**src/rtl/bmd_pkg.sv**
```systemverilog
// Package for the binary message deframer: phase codes, status codes,
// framing bytes and the result record. No dependencies.
`default_nettype none

package bmd_pkg;

  // Framing bytes
  localparam logic [7:0] SYNC_HI    = 8'hA0;
  localparam logic [7:0] SYNC_LO    = 8'hA1;
  localparam logic [7:0] END_FIRST  = 8'h0D;
  localparam logic [7:0] END_SECOND = 8'h0A;

  // Reset values of the configuration registers
  localparam logic [15:0] MAX_LEN_RESET   = 16'd256;
  localparam logic [7:0]  SYNC_LIM_RESET  = 8'd100;

  // Configuration register indexes
  localparam logic CFG_MAX_PAYLOAD_LEN   = 1'b0;
  localparam logic CFG_SYNC_SEARCH_LIMIT = 1'b1;

  // Receiver phases
  localparam logic [2:0] PH_HUNT     = 3'd0;
  localparam logic [2:0] PH_LEN_HI   = 3'd1;
  localparam logic [2:0] PH_LEN_LO   = 3'd2;
  localparam logic [2:0] PH_PAYLOAD  = 3'd3;
  localparam logic [2:0] PH_CHECKSUM = 3'd4;
  localparam logic [2:0] PH_END1     = 3'd5;
  localparam logic [2:0] PH_END2     = 3'd6;

  // Result kinds
  localparam logic KIND_PAYLOAD = 1'b0;
  localparam logic KIND_STATUS  = 1'b1;

  // Frame status codes
  localparam logic [2:0] ST_OK       = 3'd0;
  localparam logic [2:0] ST_NO_SYNC  = 3'd1;
  localparam logic [2:0] ST_TOO_LONG = 3'd2;
  localparam logic [2:0] ST_CSUM_BAD = 3'd3;
  localparam logic [2:0] ST_BAD_END  = 3'd4;

  // One result item
  typedef struct packed {
    logic        kind;
    logic [7:0]  data_byte;
    logic [2:0]  status;
    logic [15:0] frame_len;
  } res_t;

endpackage

`default_nettype wire

```
**src/rtl/bmd_fsm.sv**
```systemverilog
// Frame receive state machine with the configuration registers.
// Depends on bmd_pkg; produces at most one result per accepted byte.
`default_nettype none

module bmd_fsm import bmd_pkg::*; (
  input  wire logic        clk,
  input  wire logic        rst,
  input  wire logic        cfg_we,
  input  wire logic        cfg_index,
  input  wire logic [15:0] cfg_wdata,
  input  wire logic        in_take,
  input  wire logic [7:0]  in_byte,
  output logic             res_valid,
  output res_t             res
);

  logic [15:0] max_len;
  logic [7:0]  sync_lim;

  logic [2:0]  phase, phase_next;
  logic        prev_hi, prev_hi_next;
  logic [7:0]  skip_count, skip_count_next;
  logic [15:0] payload_len, payload_len_next;
  logic [15:0] byte_count, byte_count_next;
  logic [7:0]  running_xor, running_xor_next;
  logic        checksum_bad, checksum_bad_next;
  logic        end_first_ok, end_first_ok_next;

  logic [15:0] len_full;
  logic [15:0] count_inc;

  assign len_full  = {payload_len[15:8], in_byte};
  assign count_inc = byte_count + 16'd1;

  // Configuration writes
  always_ff @(posedge clk) begin
    if (rst) begin
      max_len  <= MAX_LEN_RESET;
      sync_lim <= SYNC_LIM_RESET;
    end else if (cfg_we) begin
      case (cfg_index)
        CFG_MAX_PAYLOAD_LEN:   max_len  <= cfg_wdata;
        CFG_SYNC_SEARCH_LIMIT: sync_lim <= cfg_wdata[7:0];
        default: ;
      endcase
    end
  end

  // Next state and result for one byte
  always_comb begin
    phase_next        = phase;
    prev_hi_next      = prev_hi;
    skip_count_next   = skip_count;
    payload_len_next  = payload_len;
    byte_count_next   = byte_count;
    running_xor_next  = running_xor;
    checksum_bad_next = checksum_bad;
    end_first_ok_next = end_first_ok;
    res_valid         = 1'b0;
    res               = '0;

    case (phase)
      PH_LEN_HI: begin
        payload_len_next = {in_byte, 8'h00};
        phase_next       = PH_LEN_LO;
      end
      PH_LEN_LO: begin
        payload_len_next = len_full;
        if (len_full > max_len) begin
          res_valid       = 1'b1;
          res.kind        = KIND_STATUS;
          res.status      = ST_TOO_LONG;
          res.frame_len   = len_full;
          phase_next      = PH_HUNT;
          prev_hi_next    = 1'b0;
          skip_count_next = '0;
        end else begin
          byte_count_next  = '0;
          running_xor_next = '0;
          phase_next       = (len_full == 16'd0) ? PH_CHECKSUM : PH_PAYLOAD;
        end
      end
      PH_PAYLOAD: begin
        running_xor_next = running_xor ^ in_byte;
        byte_count_next  = count_inc;
        if (count_inc == payload_len) begin
          phase_next = PH_CHECKSUM;
        end
        res_valid     = 1'b1;
        res.kind      = KIND_PAYLOAD;
        res.data_byte = in_byte;
      end
      PH_CHECKSUM: begin
        checksum_bad_next = (in_byte != running_xor);
        phase_next        = PH_END1;
      end
      PH_END1: begin
        end_first_ok_next = (in_byte == END_FIRST);
        phase_next        = PH_END2;
      end
      PH_END2: begin
        res_valid     = 1'b1;
        res.kind      = KIND_STATUS;
        res.frame_len = payload_len;
        if (!end_first_ok || in_byte != END_SECOND) begin
          res.status = ST_BAD_END;
        end else if (checksum_bad) begin
          res.status = ST_CSUM_BAD;
        end else begin
          res.status = ST_OK;
        end
        phase_next      = PH_HUNT;
        prev_hi_next    = 1'b0;
        skip_count_next = '0;
      end
      default: begin
        // Hunting; also covers the unused phase code
        phase_next = PH_HUNT;
        if (skip_count == sync_lim) begin
          res_valid       = 1'b1;
          res.kind        = KIND_STATUS;
          res.status      = ST_NO_SYNC;
          prev_hi_next    = 1'b0;
          skip_count_next = '0;
        end else if (prev_hi && in_byte == SYNC_LO) begin
          phase_next      = PH_LEN_HI;
          prev_hi_next    = 1'b0;
          skip_count_next = '0;
        end else begin
          skip_count_next = skip_count + 8'd1;
          prev_hi_next    = (in_byte == SYNC_HI);
        end
      end
    endcase

    if (!in_take) begin
      res_valid = 1'b0;
    end
  end

  // State registers, updated once per accepted beat
  always_ff @(posedge clk) begin
    if (rst) begin
      phase        <= PH_HUNT;
      prev_hi      <= 1'b0;
      skip_count   <= '0;
      payload_len  <= '0;
      byte_count   <= '0;
      running_xor  <= '0;
      checksum_bad <= 1'b0;
      end_first_ok <= 1'b0;
    end else if (in_take) begin
      phase        <= phase_next;
      prev_hi      <= prev_hi_next;
      skip_count   <= skip_count_next;
      payload_len  <= payload_len_next;
      byte_count   <= byte_count_next;
      running_xor  <= running_xor_next;
      checksum_bad <= checksum_bad_next;
      end_first_ok <= end_first_ok_next;
    end
  end

endmodule

`default_nettype wire

```
**src/rtl/bmd_outbuf.sv**
```systemverilog
// Two-entry output register with skid stage for result beats.
// Depends on bmd_pkg for the result record.
`default_nettype none

module bmd_outbuf import bmd_pkg::*; (
  input  wire logic  clk,
  input  wire logic  rst,
  input  wire logic  push,
  input  wire res_t  push_res,
  output logic       space,
  output logic       out_valid,
  input  wire logic  out_ready,
  output res_t       out_res
);

  logic main_valid, skid_valid;
  res_t main_res, skid_res;
  logic pop;

  assign pop       = main_valid && out_ready;
  assign space     = !skid_valid;
  assign out_valid = main_valid;
  assign out_res   = main_res;

  // Valid flags
  always_ff @(posedge clk) begin
    if (rst) begin
      main_valid <= 1'b0;
      skid_valid <= 1'b0;
    end else if (skid_valid) begin
      if (pop) begin
        skid_valid <= 1'b0;
      end
    end else if (push) begin
      if (main_valid && !pop) begin
        skid_valid <= 1'b1;
      end
      main_valid <= 1'b1;
    end else if (pop) begin
      main_valid <= 1'b0;
    end
  end

  // Payload registers
  always_ff @(posedge clk) begin
    if (skid_valid) begin
      if (pop) begin
        main_res <= skid_res;
      end
    end else if (push) begin
      if (!main_valid || pop) begin
        main_res <= push_res;
      end else begin
        skid_res <= push_res;
      end
    end
  end

endmodule

`default_nettype wire

```
**src/rtl/binary_message_deframer.sv**
```systemverilog
// Channel     Dir  Width  Contents
// s_axis      in   8      tdata: rx_byte
// m_axis      out  32+1   tdata: data_byte, status, frame_len; tuser: kind
// cfg         in   1+16   index 0 max_payload_len, index 1 sync_search_limit
//
// One byte is taken per cycle while the buffer has space; a result, if any,
// is registered onto m_axis. The state machine updates in the accept cycle.
// A two-entry output buffer keeps s_axis_tready high while one result waits.
// Synchronous reset returns to hunting with the register defaults loaded.
// Depends on bmd_pkg, bmd_fsm and bmd_outbuf.
`default_nettype none

module binary_message_deframer import bmd_pkg::*; (
  input  wire logic        clk,
  input  wire logic        rst,
  input  wire logic        cfg_we,
  input  wire logic        cfg_index,
  input  wire logic [15:0] cfg_wdata,
  input  wire logic        s_axis_tvalid,
  output logic             s_axis_tready,
  input  wire logic [7:0]  s_axis_tdata,   // [7:0] rx_byte
  output logic             m_axis_tvalid,
  input  wire logic        m_axis_tready,
  output logic [31:0]      m_axis_tdata,   // [7:0] data_byte, [10:8] status,
                                           // [26:11] frame_len, [31:27] zero
  output logic             m_axis_tuser    // [0] kind
);

  logic in_take;
  logic res_valid;
  res_t res;
  res_t out_res;
  logic space;

  assign s_axis_tready = space;
  assign in_take       = s_axis_tvalid && space;

  bmd_fsm u_fsm (
    .clk       (clk),
    .rst       (rst),
    .cfg_we    (cfg_we),
    .cfg_index (cfg_index),
    .cfg_wdata (cfg_wdata),
    .in_take   (in_take),
    .in_byte   (s_axis_tdata),
    .res_valid (res_valid),
    .res       (res)
  );

  bmd_outbuf u_outbuf (
    .clk       (clk),
    .rst       (rst),
    .push      (res_valid),
    .push_res  (res),
    .space     (space),
    .out_valid (m_axis_tvalid),
    .out_ready (m_axis_tready),
    .out_res   (out_res)
  );

  // Pack the result beat
  assign m_axis_tdata = {5'd0, out_res.frame_len, out_res.status, out_res.data_byte};
  assign m_axis_tuser = out_res.kind;

endmodule

`default_nettype wire

```
**config.mk**
```make
export PLATFORM = sky130hd
export DESIGN_NAME = binary_message_deframer
export DESIGN_NICKNAME = d
export VERILOG_FILES = /design/src/rtl/bmd_pkg.sv /design/src/rtl/bmd_fsm.sv /design/src/rtl/bmd_outbuf.sv /design/src/rtl/binary_message_deframer.sv
export SDC_FILE = /design/constraint.sdc
export NUM_CORES = 1
export LEC_CHECK = 0
export BUFFER_PORTS_ARGS = -buffer_cell sky130_fd_sc_hd__buf_4
export CAP_MARGIN = 0
export CORE_ASPECT_RATIO = 1.75
export CORE_MARGIN = 1
export CORE_UTILIZATION = 62
export CTS_BUF_LIST = sky130_fd_sc_hd__clkbuf_2 sky130_fd_sc_hd__clkbuf_4 sky130_fd_sc_hd__clkbuf_8
export DETAILED_ROUTE_END_ITERATION = 12
export PLACE_DENSITY_LB_ADDON = 0.1
export SYNTH_ARGS = -nofsm -noshare
export SYNTH_HDL_FRONTEND = slang
export SYNTH_SLANG_ARGS = --single-unit
export TNS_END_PERCENT = 50
```
**constraint.sdc**
```tcl
create_clock -name clk -period 6.3 [get_ports clk]
set_clock_uncertainty 0.2 [all_clocks]
set_input_delay 0 -clock clk [delete_from_list [all_inputs] [get_ports clk]]
set_output_delay 0 -clock clk [all_outputs]
set_load 0.05 [all_outputs]
```
==> run_results.csv, run 1 <==
group,metric,value,unit
clocking,cts_tree,"done",
flow_run,max_cap_violations,0,
critical_path,crit_start,"u_fsm.payload_len[15]",
yosys,synth_async_sr_flop_share,0,%
floorplan,fp.coreArea,10700,µm²
floorplan,die_h,140.8,µm
sta,fin_hold_ws,0.1690,ns
sta,rsz0062_at_grt,"no",
hold_path,hold_path_class,"primary input to flip-flop",
hold_path,min_delay_worst_endpoint,"u_fsm.max_len[5]",
routing,drt.antenna.violating_nets,0,
clocking,clock-sinks,136,
yosys,dominantRegCellSynth,"dfxtp_1",
pwr,irDropWorstVdd,0.1978,mV
yosys,number_of_enable_type_register_cells_in_the_synthesized_netlist,56,
clocking,numCtsBuffers,17,
yosys,count_of_yosys_warnings_during_synthesis,0,
grt,grt.total_usage,34.24,%
yosys,ys_types,61,
critical_path,rr_endpoint,"u_outbuf.skid_res[12]",
sta,min_period_over_period,54.93,%
routing,top_layer_used,"met4",
critical_path,setup.worst_path.start_class,"flip-flop",
pwr,power.density_cell_area,234.9,nW/µm²
layout,drive_above_1_share,15.94,%
clocking,clock-root-buffer,"clkbuf_8",
critical_path,worst_ep_arrival_time,3.38,ns
place,detailed_place_hpwl,12640,µm
place,dp_slack,2.884,ns
sta,final_max_slew_viol_count,0,
routing,drc_errors,0,
clocking,ctsHtreeMaxLevel,4,
sta,final.setup.worst_slack,2.840,ns
sta,finalWorstPathRequiredPeriod,3.460,ns
routing,initial_drc_count,413,
routing,drt-total-wl,18670,µm
yosys,synth.area.top_cells,"edfxtp_1, dfxtp_1, nand2_1",
critical_path,reg2reg_setup_slack,2.84,ns
yosys,syn_area,6822,µm²
sta,finalSetupViolations,0,
floorplan,std_cell_rows,50,
clocking,post_cts.repair.setup_buffers,0,
floorplan,initial_util,63.77,%
layout,finalNetCount,863,
sta,worst_slew_margin_rel,25.25,%
place,gp_congestion,0.9465,
yosys,synth_top_area_cell,"edfxtp_1",
critical_path,timing.critical_path.to_type,"flip-flop",
grt,grt_overflow,0,
grt,grt_pass1_vias,5841,
critical_path,critical_path.reg2reg.startpoint,"u_fsm.payload_len[15]",
grt,grt_first_pass_wirelength,28840,µm
critical_path,worst_ep_required_time,6.22,ns
floorplan,die_outline_area,11440,µm²
critical_path,crit_path_cell_trace,"ha_1 -> nand4_1 -> nor4_1 -> a21bo_2 -> a31oi_4 -> nor2_1 -> a211o_1 -> nor3b_2 -> buf_4",
sta,timing_worst_slew_pin_value,1.120,ns
yosys,cell_count_after_synthesis,727,
layout,areaGrowthSynthToFinish,19.70,%
sta,max_freq,0.2890,GHz
grt,antenna_found_initial,0,
routing,met3_length,874,µm
sta,totalNegativeSetupSlack,0,ns
critical_path,max_stage_delay,0.43,ns
status,run_status,"finished clean",
clocking,cts.reportedPaths.clkPinSlew,0.08,ns
routing,detailroute.via_count,5909,
critical_path,timing.reg2reg.worst_path_depth,9,
yosys,synth_top_area_share,24.65,%
hold_path,hold_path_depth,4,
critical_path,cp_slowest_cell,"nor4_1",
layout,most_common_cell_after_layout_fill_and_taps_aside,"nand2_1",
clocking,clk_latency,0.45,ns
place,io_buffers,59,
clocking,cts_resized,0,
layout,antenna_cells_inserted,0,
yosys,seq_area_frac_synth,48.13,%
yosys,avgSynthCellArea,9.383,µm²
floorplan,die_w,81.29,µm
routing,1st_pass_router_iterations,5,
routing,detailroute.wirelength.met2,9783,µm
critical_path,timing.setup.critical_path_class,"flip-flop to flip-flop",
critical_path,cp_max_fo,28,
layout,fillerInstances,710,
yosys,yosys_register_bits,136,
clocking,clk_path_buf_depth,2,
hold_path,holdCritStartpoint,"cfg_wdata[5]",
pwr,leakage,2.998,nW
floorplan,ioPinCount,65,
routing,met1Wirelength,6669,µm
routing,route.detailed.wl_per_inst,19.48,µm
layout,most-common-layout-cells,"nand2_1, dfxtp_1, a21oi_1",
grt,grt_start_max_net_pins,68,
routing,via_per_inst,6.168,
sta,hold_fails_final_rpt,0,
[flip-flops by register name (all words and copies together), names as in the netlist, 3 cells and up]
register / count
u_fsm.running_xor: 8
u_fsm.max_len: 16
u_fsm.payload_len: 16
u_fsm.skip_count: 8
u_fsm.phase: 3
u_fsm.sync_lim: 8
u_outbuf.out_res: 28
u_outbuf.skid_res: 28
u_fsm.byte_count: 16
[where the power goes]
group          internal, mW  switching (mW)
Combinational        0.0897           0.144
Clock                 0.371           0.355
Sequential            0.935          0.0226
[cell type report]
class                      count  area [µm²]  area share, %
clock buffer                  19       255.2          3.126
clock inverter                13       145.1          1.778
inverter                      24       90.09          1.103
multi-input combinational    525        3276          40.12
sequential                   136        3283          40.21
tap                          130       162.7          1.992
timing repair buffer         111       953.4          11.68
[critical path: cells and delay by family, from the launching register on]
| family | cells | cell delay, ns |
|---|---|---|
| simple gates | 4 | 0.91 |
| compound gates | 3 | 0.91 |
| buf+inv | 1 | 0.37 |
| flops | 1 | 0.37 |
| fa+ha+maj | 1 | 0.35 |
[cells in the mapped netlist (7+ instances only)]
library cell and instances:
nor4_1 13, nand4_1 12, a311oi_1 8, inv_1 22, dfxtp_1 80, nand3_1 28, clkbuf_1 33, xor2_1 17
a22o_1 8, a22oi_1 10, mux2_2 27, xnor2_1 20, or4_1 7, nand2_1 92, nor2_1 48, edfxtp_1 56
o21ai_0 34, a21oi_1 67, nor3_1 15, and2_1 20, or3_1 8, ha_1 18
[timing repair]
item	in CTS	in global routing
hold endpoints to repair	120	0
endpoints found under the setup margin	0	0
hold buffers	48	0
[layer usage]
layer | up-vias | track usage, %
met4 | 0 | 26.32
li1 | 2791 | -
met5 | - | 0
met1 | 2794 | 35.33
met3 | 82 | 7.184
met2 | 242 | 58.29
[how the worst max path moves through the flow]
stage                                       end  slack, ns  depth (start not counted)
after global routing        u_fsm.byte_count[7]       2.56                          7
after floorplan            u_outbuf.skid_res[0]       1.59                          8
after detailed placement   u_outbuf.skid_res[5]       2.88                          9
after CTS                 u_outbuf.skid_res[17]       2.87                          9
final                     u_outbuf.skid_res[12]       2.84                          9
after global placement     u_outbuf.skid_res[2]       3.00                          9
[metrics by stage]
step	util, %	std cells	power, mW	area (µm²)
after floorplan	-	731	1.120	6837
after global placement	68.09	878	1.176	7284
after detailed placement	68.09	878	1.183	7284
after CTS	76.33	958	1.914	8165
after global routing	76.33	958	1.979	8165
final	76.33	958	1.918	8165
[kinds of logic (layout without fill, tap and decap cells)]
| group | Yosys count | count (layout) | share of synthesized area [%] |
|---|---|---|---|
| mux | 28 | 28 | 4.604 |
| xor+xnor | 37 | 37 | 4.751 |
| buf+inv | 70 | 167 | 4.219 |
| compound gates | 163 | 163 | 15.08 |
| other cells | 1 | 5 | 0.05497 |
| fa+ha+maj | 18 | 18 | 3.302 |
| flops | 136 | 136 | 48.13 |
| simple gates | 274 | 274 | 19.86 |
(Power assumes the default switching activity.)
==> run 2, diff against run 1 <==
- ABC_AREA: not set -> 1
- CORE_UTILIZATION: 62 -> 56
- clock period: 6.3 -> 3 ns (I/O delays scaled with it)
==> run 2 against run 1 <==
Effect of this change:
- sequential power increased by 110%
- wire length decreased by 4.1%
- clock-buffer cell count increased by 2
- die area rose by 12%
- worst hold slack got worse by 0.0079 ns
- register-to-register slack got worse by 2.6 ns
- cell count increased by 21%
- via count is 4.9% higher
==> run_results.csv, run 2 <==
group,metric,value,unit
yosys,synth_async_sr_flop_share,0,%
clocking,numCtsBuffers,17,
floorplan,ioPinCount,65,
clocking,cts_tree,"done",
yosys,synth_top_area_cell,"edfxtp_1",
place,placedInstanceArea,7487,µm²
sta,rsz0062_at_grt,"no",
routing,initial_drc_count,352,
routing,drt.antenna.violating_nets,0,
place,detailed_place_hpwl,13120,µm
grt,antenna_found_initial,0,
yosys,synth.area.top_cells,"edfxtp_1, dfxtp_1, nand2_1",
place,gp_congestion,1.003,
sta,hold_fails_final_rpt,0,
yosys,ys_types,44,
floorplan,fp.coreArea,12000,µm²
critical_path,timing.critical_path.to_type,"flip-flop",
pwr,total_power,4.090,mW
layout,register_area,3283,µm²
floorplan,die_outline_area,12800,µm²
layout,antenna_cells_inserted,0,
place,dpl.cell_count,1080,
sta,final.setup.worst_slack,0.2569,ns
sta,min_period_over_period,91.44,%
pwr,power.density_cell_area,491.3,nW/µm²
yosys,post-synth-top-count-cell,"nand2_1",
critical_path,cp_max_fo,26,
layout,most_common_cell_after_layout_fill_and_taps_aside,"nand2_1",
routing,drt-total-wl,17900,µm
flow_run,max_cap_violations,0,
yosys,syn_area,6905,µm²
layout,final_cell_count_without_fillers,1156,
yosys,yosys_register_bits,136,
routing,met3_length,751,µm
critical_path,rr_endpoint,"u_fsm.payload_len[3]",
floorplan,die_w,85.94,µm
grt,grt_overflow,0,
sta,max_freq,0.3645,GHz
routing,detailroute.via_count,6197,
floorplan,initial_util,57.53,%
layout,drive_above_1_share,13.93,%
critical_path,reg2reg_setup_slack,0.26,ns
routing,detailroute.wirelength.met2,9645,µm
clocking,clk_latency,0.45,ns
grt,grt.total_usage,29.30,%
hold_path,hold_path_class,"primary input to flip-flop",
critical_path,worst_ep_required_time,3.19,ns
hold_path,min_delay_worst_endpoint,"u_fsm.max_len[10]",
sta,finalWorstPathRequiredPeriod,2.743,ns
pwr,irDropWorstVdd,0.3322,mV
critical_path,setup.worst_path.start_class,"flip-flop",
clocking,clk_path_buf_depth,2,
yosys,seq_area_frac_synth,47.54,%
clocking,clock-root-buffer,"clkbuf_8",
clocking,post_cts.repair.setup_buffers,0,
routing,top_layer_used,"met4",
critical_path,critical_path.reg2reg.startpoint,"u_outbuf.skid_valid",
yosys,cell_count_after_synthesis,878,
yosys,synth_top_area_share,24.35,%
layout,final_design_area_no_fill,8325,µm²
sta,finalSetupViolations,0,
routing,route.detailed.wl_per_inst,15.49,µm
grt,grt_pass1_vias,6186,
hold_path,hold_path_depth,4,
yosys,dominantRegCellSynth,"dfxtp_1",
layout,fillerInstances,1011,
layout,area_of_the_multi_input_gates,3102,µm²
clocking,clock-sinks,136,
sta,timing_worst_slew_pin_value,0.9247,ns
layout,areaGrowthSynthToFinish,20.57,%
critical_path,timing.setup.critical_path_class,"flip-flop to flip-flop",
routing,1st_pass_router_iterations,8,
routing,drc_errors,0,
status,run_status,"finished clean",
yosys,avgSynthCellArea,7.865,µm²
place,io_buffers,59,
routing,met1Wirelength,6584,µm
hold_path,holdCritStartpoint,"cfg_wdata[10]",
yosys,number_of_enable_type_register_cells_in_the_synthesized_netlist,56,
critical_path,worst_ep_arrival_time,2.94,ns
pwr,leakage,3.557,nW
clocking,cts.reportedPaths.clkPinSlew,0.08,ns
floorplan,std_cell_rows,53,
routing,via_per_inst,5.361,
floorplan,die_h,148.9,µm
place,dp_slack,0.3561,ns
layout,finalNetCount,1026,
yosys,count_of_yosys_warnings_during_synthesis,0,
sta,worst_slew_margin_rel,38.29,%
sta,final_max_slew_viol_count,0,
clocking,ctsHtreeMaxLevel,4,
layout,most-common-layout-cells,"nand2_1, nor2_1, inv_1",
critical_path,timing.reg2reg.worst_path_depth,8,
grt,grt_start_max_net_pins,37,
grt,grt_first_pass_wirelength,28820,µm
yosys,synth_common_cells,"nand2_1, nor2_1, inv_1, dfxtp_1, a21oi_1",
-- run 2: changes by cell type after synthesis, moves of 13 or more --
cell      delta
and2_1      -20
clkbuf_1    -14
inv_1       +63
mux2_2      -27
nand2_1    +144
nand3_1     +34
nor2_1      +42
nor3_1      -13
-- run 2: kinds of logic after synthesis --
family                   Yosys count  share of synthesized area [%]
AO/OA/AOI/OAI                    133                          10.76
flip-flops                       136                          47.54
buffers and inverters            133                          7.882
AND/OR/NAND/NOR                  434                          27.38
other                              1                        0.05431
XOR/XNOR                          23                          3.116
adder cells (fa/ha/maj)           18                          3.262
-- run 2: area by class of cell --
cell class | count | share of cell area, %
Sequential cell | 136 | 39.43
Multi-Input combinational cell | 613 | 37.26
Timing Repair Buffer | 114 | 11.75
Inverter | 96 | 4.343
Clock buffer | 21 | 3.246
Tap cell | 165 | 2.480
Clock inverter | 11 | 1.488
-- run 2: where the power goes --
part	total (mW)	switching (mW)	leakage, nW	internal, mW
registers	2.02	0.0450	1.19	1.98
clock network	1.53	0.735	0.205	0.791
logic	0.542	0.343	2.16	0.198
-- run 2: timing repair --
item | 4_1_cts | 5_1_grt
hold buffers | 44 | 0
endpoints found under the hold margin | 119 | 0
setup endpoints to repair | 0 | 8
gates resized for setup | 0 | 1
-- run 2: worst max-delay path, stage by stage (launching register included) --
cell,delay [ns]
dfxtp_1,0.31
buf_4,0.26
clkinv_1,0.13
nand2_1,0.30
inv_1,0.36
o21ai_2,0.28
nand2_1,0.10
a21oi_1,0.16
dlygate4sd3_1,0.58
-- run 2: how the worst max path moves through the flow --
stage,from,endpoint,slack (ns),cells past startpoint
3_5_place_dp,u_fsm.byte_count[0],u_fsm.phase[2],0.36,14
5_1_grt,u_outbuf.skid_valid,u_fsm.payload_len[3],0.06,8
2_1_floorplan,u_fsm.max_len[7],u_outbuf.skid_res[0],-0.30,15
3_3_place_gp,u_fsm.byte_count[0],u_fsm.phase[0],0.45,14
6_report,u_outbuf.skid_valid,u_fsm.payload_len[3],0.26,8
4_1_cts,u_outbuf.skid_valid,u_fsm.payload_len[5],0.1,8
-- run 2: routing by layer --
layer  up-vias  track usage [%]
li1       3086                -
met1      2835            29.20
met2       204            54.76
met3        72            5.313
met4         0            18.08
met5         -                0
-- run 2: per-stage QoR --
stage / hold slack (ns) / TNS (ns) / utilization, %
floorplan: -0.08678 / -8.535 / -
global placement: 0.01882 / 0 / 62.38
detailed placement: 0.02624 / 0 / 62.38
CTS: 0.1572 / 0 / 69.33
global route: 0.1894 / 0 / 69.36
finish: 0.1611 / 0 / 69.36
